--- config.mk ---
export PLATFORM = sky130hd
export DESIGN_NAME = dns_answer_address_extractor_top
export DESIGN_NICKNAME = d
export VERILOG_FILES = /design/src/rtl/dnsx_pkg.sv /design/src/rtl/dns_answer_address_extractor_top.sv /design/src/rtl/dnsx_parser.sv /design/src/rtl/dnsx_result_fifo.sv
export SDC_FILE = /design/constraint.sdc
export NUM_CORES = 1
export LEC_CHECK = 0
export BUFFER_PORTS_ARGS = -buffer_cell sky130_fd_sc_hd__clkbuf_2
export CORE_UTILIZATION = 30
export DETAILED_ROUTE_END_ITERATION = 12
export GPL_TIMING_DRIVEN = 0
export PLACE_DENSITY = 0.44
export SYNTH_ARGS = -nofsm -noshare
export SYNTH_HDL_FRONTEND = slang
export SYNTH_HIERARCHICAL = 1
export SYNTH_SLANG_ARGS = --single-unit
--- constraint.sdc ---
create_clock -name clk -period 8.25 [get_ports clk]
set_input_delay 1.65 -clock clk [delete_from_list [all_inputs] [get_ports clk]]
set_output_delay 1.65 -clock clk [all_outputs]
set_load 0.05 [all_outputs]
--- src/rtl/dnsx_pkg.sv ---
// Package for the DNS answer address extractor.
// Holds the transfer payload types, the parse phase encoding, the parser constants and the queue sizes.
// No dependencies; every other file in rtl imports it.
`default_nettype none

package dnsx_pkg;

  typedef struct packed {
    logic [7:0] packet_byte;
    logic       end_of_packet;
  } packet_in_t;

  typedef enum logic [1:0] {
    KIND_ADDRESS   = 2'd0,
    KIND_OK        = 2'd1,
    KIND_REJECTED  = 2'd2,
    KIND_TRUNCATED = 2'd3
  } kind_t;

  typedef struct packed {
    kind_t       result_kind;
    logic [7:0]  address_byte;
    logic        is_ipv6;
    logic        address_end;
    logic [3:0]  response_code;
    logic [17:0] address_count;
    logic        run_end;
  } result_t;

  // Results produced by one accepted byte, in delivery order.
  typedef struct packed {
    logic [1:0] count;
    result_t    first;
    result_t    second;
  } push_t;

  typedef enum logic [3:0] {
    PH_HEADER = 4'd0,
    PH_QNAME  = 4'd1,
    PH_QPTR   = 4'd2,
    PH_QFIXED = 4'd3,
    PH_RNAME  = 4'd4,
    PH_RPTR   = 4'd5,
    PH_RFIXED = 4'd6,
    PH_RDATA  = 4'd7,
    PH_DONE   = 4'd8,
    PH_REJECT = 4'd9
  } phase_t;

  localparam logic [15:0] TYPE_A    = 16'd1;
  localparam logic [15:0] TYPE_AAAA = 16'd28;
  localparam logic [7:0]  PTR_MARK  = 8'd192;

  localparam logic [3:0] RCODE_INDEX  = 4'd3;
  localparam logic [3:0] COUNT_FIRST  = 4'd6;
  localparam logic [3:0] HEADER_LAST  = 4'd11;
  localparam logic [3:0] QFIXED_LAST  = 4'd3;
  localparam logic [3:0] RTYPE_HI     = 4'd0;
  localparam logic [3:0] RTYPE_LO     = 4'd1;
  localparam logic [3:0] RDLEN_HI     = 4'd8;
  localparam logic [3:0] RDLEN_LO     = 4'd9;

  localparam int FIFO_DEPTH = 4;
  localparam int FIFO_PTR_W = 2;
  localparam int FIFO_CNT_W = 3;

endpackage

`default_nettype wire

--- src/rtl/dns_answer_address_extractor_top.sv ---
// Top level of the DNS answer address extractor.
// Joins the byte parser and the result queue; depends on dnsx_pkg, dnsx_parser
// and dnsx_result_fifo.
//
//   channel   direction  payload       handshake
//   byte      in         packet_in_t   byte_valid / byte_stall
//   result    out        result_t      result_valid / result_stall
//
// One message byte is taken per cycle while byte_stall is low; its results enter the queue
// at that edge and can be taken from the next cycle on, one per cycle unless stalled.
// An address byte that is also the final byte gives two results, delivered in turn.
// byte_stall rises while the four-entry result queue has fewer than two free slots.
// Reset is synchronous and clears the parser and the queue; the block then waits for a header.
`default_nettype none

module dns_answer_address_extractor_top (
  input  wire                  clk,
  input  wire                  rst,
  input  wire                  byte_valid,
  output logic                 byte_stall,
  input  dnsx_pkg::packet_in_t byte_item,
  output logic                 result_valid,
  input  wire                  result_stall,
  output dnsx_pkg::result_t    result_item
);
  import dnsx_pkg::*;

  push_t push;
  logic  room;
  logic  step;

  assign byte_stall = !room;
  assign step       = byte_valid && room;

  dnsx_parser u_parser (
    .clk  (clk),
    .rst  (rst),
    .step (step),
    .item (byte_item),
    .push (push)
  );

  dnsx_result_fifo u_fifo (
    .clk   (clk),
    .rst   (rst),
    .push  (push),
    .room  (room),
    .valid (result_valid),
    .stall (result_stall),
    .data  (result_item)
  );

endmodule

`default_nettype wire

--- src/rtl/dnsx_parser.sv ---
// Byte-level DNS response parser: phase and counter registers plus next-state logic.
// Produces up to two results per accepted byte as one push bundle.
// Depends on dnsx_pkg.
`default_nettype none

module dnsx_parser (
  input  wire                 clk,
  input  wire                 rst,
  input  wire                 step,
  input  dnsx_pkg::packet_in_t item,
  output dnsx_pkg::push_t     push
);
  import dnsx_pkg::*;

  phase_t      phase, phase_next;
  logic [3:0]  header_index, header_index_next;
  logic [17:0] records_left, records_left_next;
  logic [15:0] skip_countdown, skip_countdown_next;
  logic [15:0] record_type, record_type_next;
  logic [15:0] rdata_length, rdata_length_next;
  logic [3:0]  saved_rcode, saved_rcode_next;
  logic [17:0] addresses_found, addresses_found_next;

  logic [7:0]  b;
  logic        emit_addr;
  logic        finish;
  logic        is_addr_type;
  logic [15:0] rdata_left;
  logic [15:0] type_sel;
  logic [15:0] len_sel;
  logic [17:0] left_dec;
  result_t     addr_res;
  result_t     done_res;

  assign b            = item.packet_byte;
  assign is_addr_type = (record_type == TYPE_A) || (record_type == TYPE_AAAA);
  assign rdata_left   = skip_countdown - 16'd1;
  assign left_dec     = records_left - 18'd1;

  always_comb begin
    phase_next           = phase;
    header_index_next    = header_index;
    records_left_next    = records_left;
    skip_countdown_next  = skip_countdown;
    record_type_next     = record_type;
    rdata_length_next    = rdata_length;
    saved_rcode_next     = saved_rcode;
    addresses_found_next = addresses_found;
    emit_addr            = 1'b0;
    finish               = 1'b0;
    type_sel             = record_type;
    len_sel              = rdata_length;
    if (step) begin
      unique case (phase)
        PH_HEADER: begin
          if (header_index == RCODE_INDEX) begin
            saved_rcode_next = b[3:0];
          end
          if (header_index >= COUNT_FIRST) begin
            if (!header_index[0]) begin
              skip_countdown_next = {8'h00, b};
            end else begin
              records_left_next = records_left + {2'b00, skip_countdown[7:0], b};
            end
          end
          if ((header_index == RCODE_INDEX) && (b[3:0] != 4'h0)) begin
            phase_next = PH_REJECT;
          end else if (header_index >= HEADER_LAST) begin
            phase_next          = PH_QNAME;
            header_index_next   = 4'd0;
            skip_countdown_next = 16'd0;
          end else begin
            header_index_next = header_index + 4'd1;
          end
        end
        PH_QNAME, PH_RNAME: begin
          if (skip_countdown != 16'd0) begin
            skip_countdown_next = rdata_left;
          end else if (b == 8'd0) begin
            phase_next        = (phase == PH_QNAME) ? PH_QFIXED : PH_RFIXED;
            header_index_next = 4'd0;
          end else if (b >= PTR_MARK) begin
            phase_next = (phase == PH_QNAME) ? PH_QPTR : PH_RPTR;
          end else begin
            skip_countdown_next = {8'h00, b};
          end
        end
        PH_QPTR: begin
          phase_next        = PH_QFIXED;
          header_index_next = 4'd0;
        end
        PH_RPTR: begin
          phase_next        = PH_RFIXED;
          header_index_next = 4'd0;
        end
        PH_QFIXED: begin
          if (header_index >= QFIXED_LAST) begin
            phase_next          = (records_left == 18'd0) ? PH_DONE : PH_RNAME;
            header_index_next   = 4'd0;
            skip_countdown_next = 16'd0;
          end else begin
            header_index_next = header_index + 4'd1;
          end
        end
        PH_RFIXED: begin
          if (header_index == RTYPE_HI) begin
            type_sel = {b, 8'h00};
          end else if (header_index == RTYPE_LO) begin
            type_sel = {record_type[15:8], b};
          end else if (header_index == RDLEN_HI) begin
            len_sel = {b, 8'h00};
          end else if (header_index == RDLEN_LO) begin
            len_sel = {rdata_length[15:8], b};
          end
          record_type_next  = type_sel;
          rdata_length_next = len_sel;
          if (header_index >= RDLEN_LO) begin
            header_index_next = 4'd0;
            if ((type_sel == TYPE_A) || (type_sel == TYPE_AAAA)) begin
              addresses_found_next = addresses_found + 18'd1;
            end
            if (len_sel == 16'd0) begin
              finish = 1'b1;
            end else begin
              skip_countdown_next = len_sel;
              phase_next          = PH_RDATA;
            end
          end else begin
            header_index_next = header_index + 4'd1;
          end
        end
        PH_RDATA: begin
          skip_countdown_next = rdata_left;
          emit_addr           = is_addr_type;
          if (rdata_left == 16'd0) begin
            finish = 1'b1;
          end
        end
        default: begin
        end
      endcase
      if (finish) begin
        records_left_next   = left_dec;
        phase_next          = (left_dec == 18'd0) ? PH_DONE : PH_RNAME;
        skip_countdown_next = 16'd0;
      end
    end
  end

  always_comb begin
    addr_res               = '0;
    addr_res.result_kind   = KIND_ADDRESS;
    addr_res.address_byte  = b;
    addr_res.is_ipv6       = (record_type == TYPE_AAAA);
    addr_res.address_end   = (rdata_left == 16'd0);
    addr_res.run_end       = !item.end_of_packet;

    done_res               = '0;
    priority if (phase_next == PH_REJECT) begin
      done_res.result_kind = KIND_REJECTED;
    end else if (phase_next == PH_DONE) begin
      done_res.result_kind = KIND_OK;
    end else begin
      done_res.result_kind = KIND_TRUNCATED;
    end
    done_res.response_code = saved_rcode_next;
    done_res.address_count = addresses_found_next;
    done_res.run_end       = 1'b1;

    push = '0;
    if (step) begin
      if (emit_addr) begin
        push.first = addr_res;
        if (item.end_of_packet) begin
          push.second = done_res;
          push.count  = 2'd2;
        end else begin
          push.count = 2'd1;
        end
      end else if (item.end_of_packet) begin
        push.first = done_res;
        push.count = 2'd1;
      end
    end
  end

  always_ff @(posedge clk) begin
    if (rst || (step && item.end_of_packet)) begin
      phase           <= PH_HEADER;
      header_index    <= 4'd0;
      records_left    <= 18'd0;
      skip_countdown  <= 16'd0;
      record_type     <= 16'd0;
      rdata_length    <= 16'd0;
      saved_rcode     <= 4'd0;
      addresses_found <= 18'd0;
    end else begin
      phase           <= phase_next;
      header_index    <= header_index_next;
      records_left    <= records_left_next;
      skip_countdown  <= skip_countdown_next;
      record_type     <= record_type_next;
      rdata_length    <= rdata_length_next;
      saved_rcode     <= saved_rcode_next;
      addresses_found <= addresses_found_next;
    end
  end

  // The final byte of a message always yields a completion result marked as the last.
  a_eop_completes: assert property (@(posedge clk) disable iff (rst)
    (step && item.end_of_packet) |->
      (push.count != 2'd0) && (push.count == 2'd1 ? push.first.run_end : push.second.run_end))
    else $error("final byte did not end with a completion result");

  // After the final byte the parser is back at the start of a header.
  a_eop_resets: assert property (@(posedge clk) disable iff (rst)
    (step && item.end_of_packet) |=> (phase == PH_HEADER) && (header_index == 4'd0)
      && (addresses_found == 18'd0))
    else $error("parser state not cleared after the final byte");

  // A rejected message stays rejected until its final byte.
  a_reject_holds: assert property (@(posedge clk) disable iff (rst)
    (phase == PH_REJECT) && !(step && item.end_of_packet) |=> (phase == PH_REJECT))
    else $error("left the rejected phase before the final byte");

endmodule

`default_nettype wire

--- src/rtl/dnsx_result_fifo.sv ---
// Four-entry result queue that takes up to two results per cycle and delivers one unless stalled.
// Separates the parser from the result channel and reports room for a full push.
// Depends on dnsx_pkg.
`default_nettype none

module dnsx_result_fifo (
  input  wire                clk,
  input  wire                rst,
  input  dnsx_pkg::push_t    push,
  output logic               room,
  output logic               valid,
  input  wire                stall,
  output dnsx_pkg::result_t  data
);
  import dnsx_pkg::*;

  result_t                 entries [FIFO_DEPTH];
  logic [FIFO_PTR_W-1:0]   wr_ptr, wr_ptr_next;
  logic [FIFO_PTR_W-1:0]   rd_ptr, rd_ptr_next;
  logic [FIFO_CNT_W-1:0]   count, count_next;
  logic [FIFO_PTR_W-1:0]   wr_ptr_plus1;
  logic                    pop;

  assign valid        = (count != '0);
  assign room         = (count <= FIFO_CNT_W'(FIFO_DEPTH - 2));
  assign pop          = valid && !stall;
  assign data         = entries[rd_ptr];
  assign wr_ptr_plus1 = wr_ptr + FIFO_PTR_W'(1);

  always_comb begin
    wr_ptr_next = wr_ptr + FIFO_PTR_W'(push.count);
    rd_ptr_next = pop ? rd_ptr + FIFO_PTR_W'(1) : rd_ptr;
    count_next  = count + FIFO_CNT_W'(push.count) - FIFO_CNT_W'(pop);
  end

  always_ff @(posedge clk) begin
    if (push.count != 2'd0) begin
      entries[wr_ptr] <= push.first;
    end
    if (push.count == 2'd2) begin
      entries[wr_ptr_plus1] <= push.second;
    end
  end

  always_ff @(posedge clk) begin
    if (rst) begin
      wr_ptr <= '0;
      rd_ptr <= '0;
      count  <= '0;
    end else begin
      wr_ptr <= wr_ptr_next;
      rd_ptr <= rd_ptr_next;
      count  <= count_next;
    end
  end

  // The queue never holds more than its depth.
  a_no_overflow: assert property (@(posedge clk) disable iff (rst)
    count <= FIFO_CNT_W'(FIFO_DEPTH))
    else $error("result queue overflow");

  // Results arrive only while there is room for a full push.
  a_push_has_room: assert property (@(posedge clk) disable iff (rst)
    (push.count != 2'd0) |-> room)
    else $error("push into a queue without room");

  // Pointer distance always agrees with the fill count.
  a_ptr_count: assert property (@(posedge clk) disable iff (rst)
    (wr_ptr - rd_ptr) == count[FIFO_PTR_W-1:0])
    else $error("queue pointers disagree with count");

endmodule

`default_nettype wire

==> results.py, run 1 <==
metrics = {
    "floorplanning": {
        "pin_count": 50,
        "rows": 80,
        "die_area_um2": 49700,
        "start_util_pct": 30.5,
        "core_um2": 47900,
        "die_w_um": 223,
        "die_h_um": 223,
    },
    "sta": {
        "finalSetupTns_ps": 0,
        "finalWorstSetupSlack_ps": 3010,
        "fmax_mhz": 191,
        "rsz0062_at_grt": "false",
        "finalSetupViolCount": 0,
        "tightestPinTransition_ps": 1290,
        "post-route-period-util_pct": 63.6,
        "period_minus_slack_ps": 5240,
        "skew_ps": 18.8,
        "slew_headroom_pct": 13.0,
        "hold_viol_final": 0,
        "drv_slew": 0,
    },
    "yosys": {
        "ys_warn_count": 6,
        "syn_inst": 1404,
        "synthAdderAreaFrac_pct": 2.92,
        "postSynthAreaPerCell_um2": 10.4,
        "synth_area_um2": 14600,
        "synthXorXnorAreaFrac_pct": 2.69,
        "ys_ff_latch": 245,
        "synth-main-ff-cell": "edfxtp_1",
        "synth_edf_count": 140,
        "yosys.area_share.simple_pct": 16.5,
        "synth_top_family_by_area": "multiplexers",
        "synth.distinct_cells": 87,
        "synth_compound_area_share_pct": 12.0,
        "async_flop_share_pct": 0,
        "synth.area.mux_share_pct": 18.5,
        "seq_area_frac_synth_pct": 43.1,
    },
    "critical_path": {
        "end_kind": "register",
        "worstSetupPathType": "in -> reg",
        "crit_chain": "clkbuf_2 > and2_1 > clkbuf_1 > o21ai_0 > nor2_1 > and2_1 > ha_1 > and2_1 > buf_4 > nand2b_4 > nor3_4 > buf_6 > mux2_2",
        "worstPathRequired_ps": 8580,
        "critical_path_depth": 13,
        "max_stage_delay_ps": 590,
        "r2r_cells": 13,
        "crit_family": "simple AND/OR/NAND/NOR gates",
        "cp-start-kind": "input pin",
        "slowest_stage": "nor2_1",
        "arrival_ps": 5570,
        "path_max_fanout": 10,
        "crit_top_cell": "and2_1",
        "path_buf_inv": 4,
    },
    "route": {
        "routedWlPerCell_um": 20.7,
        "drtIter0Drc": 647,
        "vias": 11200,
        "dr.pass1.iters": 5,
        "ant_nets": 0,
        "drcViolationCount": 0,
        "wirelength_um": 44400,
        "via_per_inst": 5.23,
    },
    "clock_tree": {
        "cts_buffer_depth": 3,
        "clock-sinks": 245,
        "holdBufCountCts": 0,
        "path_clk_slew_ps": 60,
        "cts_tree": "done",
        "ctsResizeCount": 0,
        "root_buffer": "clkbuf_16",
        "cts_htree_levels": 1,
        "cts_setup_buffers": 0,
        "cts_buffers": 31,
        "clk-insertion-delay-late_ps": 590,
    },
    "grt": {
        "overflow": 0,
        "antenna_found_initial": 0,
        "grt_pass1_wl_um": 68200,
        "grtUsageTotal_pct": 17.8,
        "grt_pass1_vias": 11300,
        "grt_max_degree": 26,
    },
    "final_layout": {
        "nets": 1545,
        "drive_above_1_share_pct": 22.8,
        "fillerInstances": 4825,
        "utilization_pct": 35.1,
        "n_antenna_cell": 0,
        "final_cell_area_um2": 16800,
        "final_cells": 2139,
        "syn_to_final_growth_pct": 14.8,
    },
    "place": {
        "dpl_cell_area_um2": 15800,
        "dpl_worst_slack_ps": 2350,
        "dp.cells": 2081,
        "place_congestion": 0.851,
        "dp_hpwl_um": 31000,
        "portBuffers": 49,
    },
    "run_status": {
        "outcome": "completed",
    },
    "power_and_ir_drop": {
        "p_leak_nw": 6.06,
        "p_per_area_nw_per_um2": 227,
        "irDropWorstVdd_uv": 146,
    },
    "worst_hold_path": {
        "min_path_cells": 2,
        "worstHoldPathType": "reg -> reg",
    },
    "run": {
        "drv_cap": 0,
    },
}
-- layout by cell type, fill, tap and decap left out, types with 8 or more instances in the layout --
| cell type | count |
|---|---|
| nand2_1 | 76 |
| buf_2 | 18 |
| nor2_1 | 180 |
| nand3_1 | 28 |
| clkbuf_2 | 49 |
| mux2i_1 | 34 |
| xnor2_1 | 35 |
| nor4_1 | 15 |
| and3_1 | 16 |
| edfxtp_1 | 140 |
| ha_1 | 31 |
| buf_4 | 15 |
| nand4_1 | 20 |
| o21a_1 | 8 |
| dfxtp_1 | 105 |
| nor3_1 | 29 |
| mux2_2 | 139 |
| a21o_1 | 10 |
| a211oi_1 | 13 |
| and2_1 | 22 |
| nand2b_1 | 10 |
| nor2b_1 | 14 |
| clkbuf_16 | 31 |
| o21ai_0 | 78 |
| buf_6 | 9 |
| clkbuf_1 | 60 |
| xor2_1 | 10 |
| inv_1 | 29 |
| a21oi_1 | 65 |
| or3_1 | 9 |
| a32oi_1 | 8 |
| mux4_2 | 35 |
| conb_1 | 10 |
-- registers in the layout (all words and copies together), names as in the netlist, named ones only --
register                  cells
u_parser/skip_countdown      16
u_parser/saved_rcode          4
u_parser/rdata_length        16
u_parser/header_index         4
u_fifo/wr_ptr                 2
u_fifo/entries              140
u_parser/record_type         16
u_fifo/rd_ptr                 2
u_parser/records_left        18
u_parser/phase                4
u_parser/addresses_found     18
u_fifo/count                  3
-- path summary, 6_finish.rpt --
check	slack, ps	startpoint	end
setup / recovery	3010	byte_valid	u_fifo/entries[1][11]
hold reg to reg	450	u_parser/record_type[9]	u_parser/record_type[9]
hold / removal	450	u_parser/record_type[9]	u_parser/record_type[9]
setup reg to reg	3610	u_fifo/count[1]	u_fifo/entries[1][11]
-- layer usage --
metal | GRT usage [%] | up-vias | part of all wire, %
li1 | - | 5424 | -
met1 | 22.6 | 5516 | 45
met2 | 31.8 | 191 | 50
met3 | 2.23 | 61 | 3.0
met4 | 4.65 | 0 | 2.2
met5 | 0 | - | 0
-- power by group --
group	total, mW	internal [mW]	leakage, nW	switching [mW]
Sequential	1.39	1.35	2.18	0.0329
Combinational	1.06	0.335	3.38	0.729
Clock	1.36	0.811	0.493	0.553
Total	3.81	2.50	6.06	1.31
-- per-stage QoR --
| stage | hold slack (ps) | power (mW) |
|---|---|---|
| after CTS | 453 | 3.87 |
| after global placement | 442 | 2.48 |
| final | 454 | 3.81 |
| after floorplan | 432 | 2.19 |
| after detailed placement | 446 | 2.48 |
| after global routing | 470 | 4.00 |
-- area by class of cell --
class / instances / area (µm²) / share of cell area (%)
clock buffer: 41 / 843 / 5.02
clock inverter: 17 / 176 / 1.05
sequential: 245 / 6310 / 37.5
multi-input combinational: 1039 / 7760 / 46.2
tap: 615 / 769 / 4.58
inverter: 29 / 109 / 0.647
buffer: 100 / 522 / 3.10
timing repair buffer: 53 / 325 / 1.93
-- cell usage after synthesis (16+ instances only) --
cell type  number  area, µm²
edfxtp_1      140       4200
mux4_2         35        788
a21oi_1        65        325
and2_1         22        138
inv_1          29        109
o21ai_0        78        390
nor3_1         29        145
mux2i_1        34        340
mux2_2        139       1570
nor2_1        181        679
clkbuf_1       53        199
buf_2          18       90.1
dfxtp_1       105       2100
nand2_1        76        285
and3_1         16        100
nand3_1        28        140
nand4_1        20        125
xnor2_1        35        307
ha_1           31        388
-- worst min-delay path, cell delays in order, from the launching register on --
cell	delay [ps]
dfxtp_1	310
nand2_1	50
a21oi_1	50
-- logic make-up after synthesis --
| kind of cell | Yosys count |
|---|---|
| muxes | 210 |
| buffers and inverters | 129 |
| adders and majority gates | 33 |
| AOI/OAI and AO/OA | 269 |
| DFF | 245 |
| xor gates and xnor gates | 45 |
| and+or+nand+nor | 472 |
| other | 1 |
(Power assumes the default switching activity.)
==> inputs of run 2 (changes only) <==
--- a/config.mk
+++ b/config.mk
@@ -5,11 +5,12 @@
 export SDC_FILE = /design/constraint.sdc
 export NUM_CORES = 1
 export LEC_CHECK = 0
+export ABC_AREA = 1
 export BUFFER_PORTS_ARGS = -buffer_cell sky130_fd_sc_hd__clkbuf_2
 export CORE_UTILIZATION = 30
 export DETAILED_ROUTE_END_ITERATION = 12
 export GPL_TIMING_DRIVEN = 0
-export PLACE_DENSITY = 0.44
+export PLACE_DENSITY = 0.46
 export SYNTH_ARGS = -nofsm -noshare
 export SYNTH_HDL_FRONTEND = slang
 export SYNTH_HIERARCHICAL = 1
==> constraint.sdc (replaced) <==
create_clock -name clk -period 4.44 [get_ports clk]
set_input_delay 0.888 -clock clk [delete_from_list [all_inputs] [get_ports clk]]
set_output_delay 0.888 -clock clk [all_outputs]
set_load 0.05 [all_outputs]
==> results.py, run 2 <==
metrics = {
    "run_status": {
        "outcome": "completed",
    },
    "route": {
        "ant_nets": 0,
        "via_per_inst": 5.01,
        "dr.pass1.iters": 8,
        "vias": 14700,
        "drcViolationCount": 0,
        "wirelength_um": 53400,
        "drtIter0Drc": 1112,
        "routedWlPerCell_um": 18.2,
    },
    "power_and_ir_drop": {
        "p_switching_mw": 2.90,
        "swShare_pct": 38.7,
        "p_leak_nw": 7.14,
        "pwr-share-seq_pct": 34.6,
        "p_per_area_nw_per_um2": 411,
        "clkPwrFrac_pct": 34.2,
        "p_comb_share_pct": 31.2,
        "p_total_mw": 7.50,
        "irDropWorstVdd_uv": 315,
        "power.internal_mw": 4.59,
    },
    "yosys": {
        "synth_top_cell_by_area": "edfxtp_1",
        "synth.distinct_cells": 54,
        "yosysMostFrequentCell": "nand2_1",
        "synth-main-ff-cell": "edfxtp_1",
        "synth_area_um2": 15800,
        "ys_warn_count": 6,
        "async_flop_share_pct": 0,
        "syn_inst": 2121,
        "ys_ff_latch": 245,
        "postSynthAreaPerCell_um2": 7.46,
        "synth_top_area_share_pct": 26.6,
        "synth_edf_count": 140,
        "synth.area.top_cells": "edfxtp_1, dfxtp_1, nand2_1",
        "ys_top_cells_by_count": "nand2_1, nor2_1, inv_1",
        "seq_area_frac_synth_pct": 39.8,
    },
    "floorplanning": {
        "start_util_pct": 30.6,
        "core_um2": 51700,
        "pin_count": 50,
        "die_w_um": 232,
        "die_area_um2": 53700,
        "rows": 83,
        "die_h_um": 232,
    },
    "sta": {
        "hold_slack_ps": 472,
        "tightestPinTransition_ps": 950,
        "fmax_mhz": 245,
        "post-route-period-util_pct": 91.9,
        "drv_slew": 0,
        "finalWorstSetupSlack_ps": 361,
        "rsz0062_at_grt": "false",
        "period_minus_slack_ps": 4080,
        "hold_viol_final": 0,
        "skew_ps": 15.3,
        "finalSetupTns_ps": 0,
        "slew_headroom_pct": 36.7,
        "finalSetupViolCount": 0,
    },
    "critical_path": {
        "worstReg2RegStart": "u_fifo/count[1]",
        "r2r_cells": 18,
        "worstSetupPathType": "reg -> reg",
        "max_stage_delay_ps": 340,
        "critPathLaunch": "u_fifo/count[1]",
        "cp-start-kind": "register",
        "r2r_end": "u_fifo/entries[1][18]",
        "path_max_fanout": 11,
        "worstPathRequired_ps": 4750,
        "arrival_ps": 4390,
        "slowest_stage": "dfxtp_1",
        "crit_chain": "a21oi_2 > nand2_1 > inv_1 > inv_1 > nor3_1 > nand4_1 > nor2_1 > ha_1 > nand2_1 > inv_1 > buf_4 > nor2_8 > nand3_4 > buf_6 > o31ai_4 > buf_8 > buf_8 > buf_8",
        "cp-endpoint": "u_fifo/entries[1][18]",
        "r2r_setup_slack_ps": 360,
        "end_kind": "register",
    },
    "grt": {
        "grt_max_degree": 17,
        "grt_pass1_wl_um": 82700,
        "grt_pass1_vias": 14200,
        "antenna_found_initial": 0,
        "grtUsageTotal_pct": 19.9,
        "overflow": 0,
    },
    "worst_hold_path": {
        "worstHoldPathType": "reg -> reg",
    },
    "final_layout": {
        "final_cells": 2930,
        "largest_register": "u_fifo/entries",
        "final_common_cell": "nand2_1",
        "largest_reg_flops": 140,
        "final_cell_mix": "nand2_1, nor2_1, inv_1",
        "syn_to_final_growth_pct": 15.3,
        "utilization_pct": 35.3,
        "reg_top3": "u_fifo/entries x140, u_parser/addresses_found x18, u_parser/records_left x18",
        "nets": 2271,
        "drive_above_1_share_pct": 14.8,
        "final_cell_area_um2": 18200,
        "n_antenna_cell": 0,
    },
    "clock_tree": {
        "cts_buffers": 31,
        "cts_htree_levels": 1,
        "path_clk_slew_ps": 60,
        "cts_buffer_depth": 3,
        "holdBufCountCts": 0,
        "cts_tree": "done",
        "root_buffer": "clkbuf_16",
        "clk-insertion-delay-late_ps": 600,
        "clock-sinks": 245,
    },
    "place": {
        "dp_hpwl_um": 40000,
        "dpl_cell_area_um2": 17200,
        "dpl_worst_slack_ps": 74.1,
        "portBuffers": 49,
        "dp.cells": 2869,
        "place_congestion": 0.882,
    },
    "run": {
        "drv_cap": 0,
    },
}
-- run 2: logic make-up (layout without fill, tap and decap cells) --
group	after synthesis	in the layout	synth area share, %
buf+inv	316	436	9.44
simple gates	984	984	26.3
xor+xnor	32	32	1.77
other cells	1	10	0.0237
compound gates	510	510	19.9
fa+ha+maj	33	33	2.70
flops	245	245	39.8
-- run 2: metal layers --
layer  GRT usage [%]  wire length [µm]
met2            34.5             25400
met5               0                 0
met3            2.23              2630
met1            26.0             24100
met4            5.39              1320
-- run 2: layout make-up --
class / instances / area [µm²]
clock buffer: 39 / 846
tap: 680 / 851
inverter: 213 / 800
sequential: 245 / 6310
multi-input combinational: 1569 / 8120
buffer: 103 / 694
fill: 5537 / 33500
clock inverter: 19 / 184
timing repair buffer: 62 / 443
-- run 2: what timing repair did --
action,4_1_cts,5_1_grt
buffers inserted,0,3
resized for setup,0,1
endpoints found under the setup margin,0,19
-- run 2: power groups by stage --
| stage | Clock (mW) | Combinational [mW] | Sequential (mW) |
|---|---|---|---|
| global route | 2.72 | 2.56 | 2.61 |
| detailed placement | 0 | 2.34 | 2.64 |
| finish | 2.57 | 2.34 | 2.59 |
| CTS | 2.64 | 2.35 | 2.59 |
| floorplan | 0 | 1.64 | 2.61 |
| global placement | 0 | 2.30 | 2.65 |
-- run 2: worst min path at each step --
stage	from	end	slack [ps]	depth (start not counted)
2_1_floorplan	u_parser/rdata_length[11]	u_parser/rdata_length[11]	450	2
3_5_place_dp	u_parser/rdata_length[11]	u_parser/rdata_length[11]	460	2
5_1_grt	u_parser/rdata_length[11]	u_parser/rdata_length[11]	480	2
4_1_cts	u_parser/rdata_length[11]	u_parser/rdata_length[11]	470	2
3_3_place_gp	u_parser/rdata_length[11]	u_parser/rdata_length[11]	450	2
6_report	u_parser/rdata_length[11]	u_parser/rdata_length[11]	470	2
-- run 2: worst max-delay path, delay by kind of cell (launching register included) --
family / cells / cell delay (ps)
adder cells (fa/ha/maj): 1 / 270
buffers and inverters: 8 / 1400
AND/OR/NAND/NOR: 7 / 1270
AO/OA/AOI/OAI: 2 / 500
flip-flops: 1 / 340
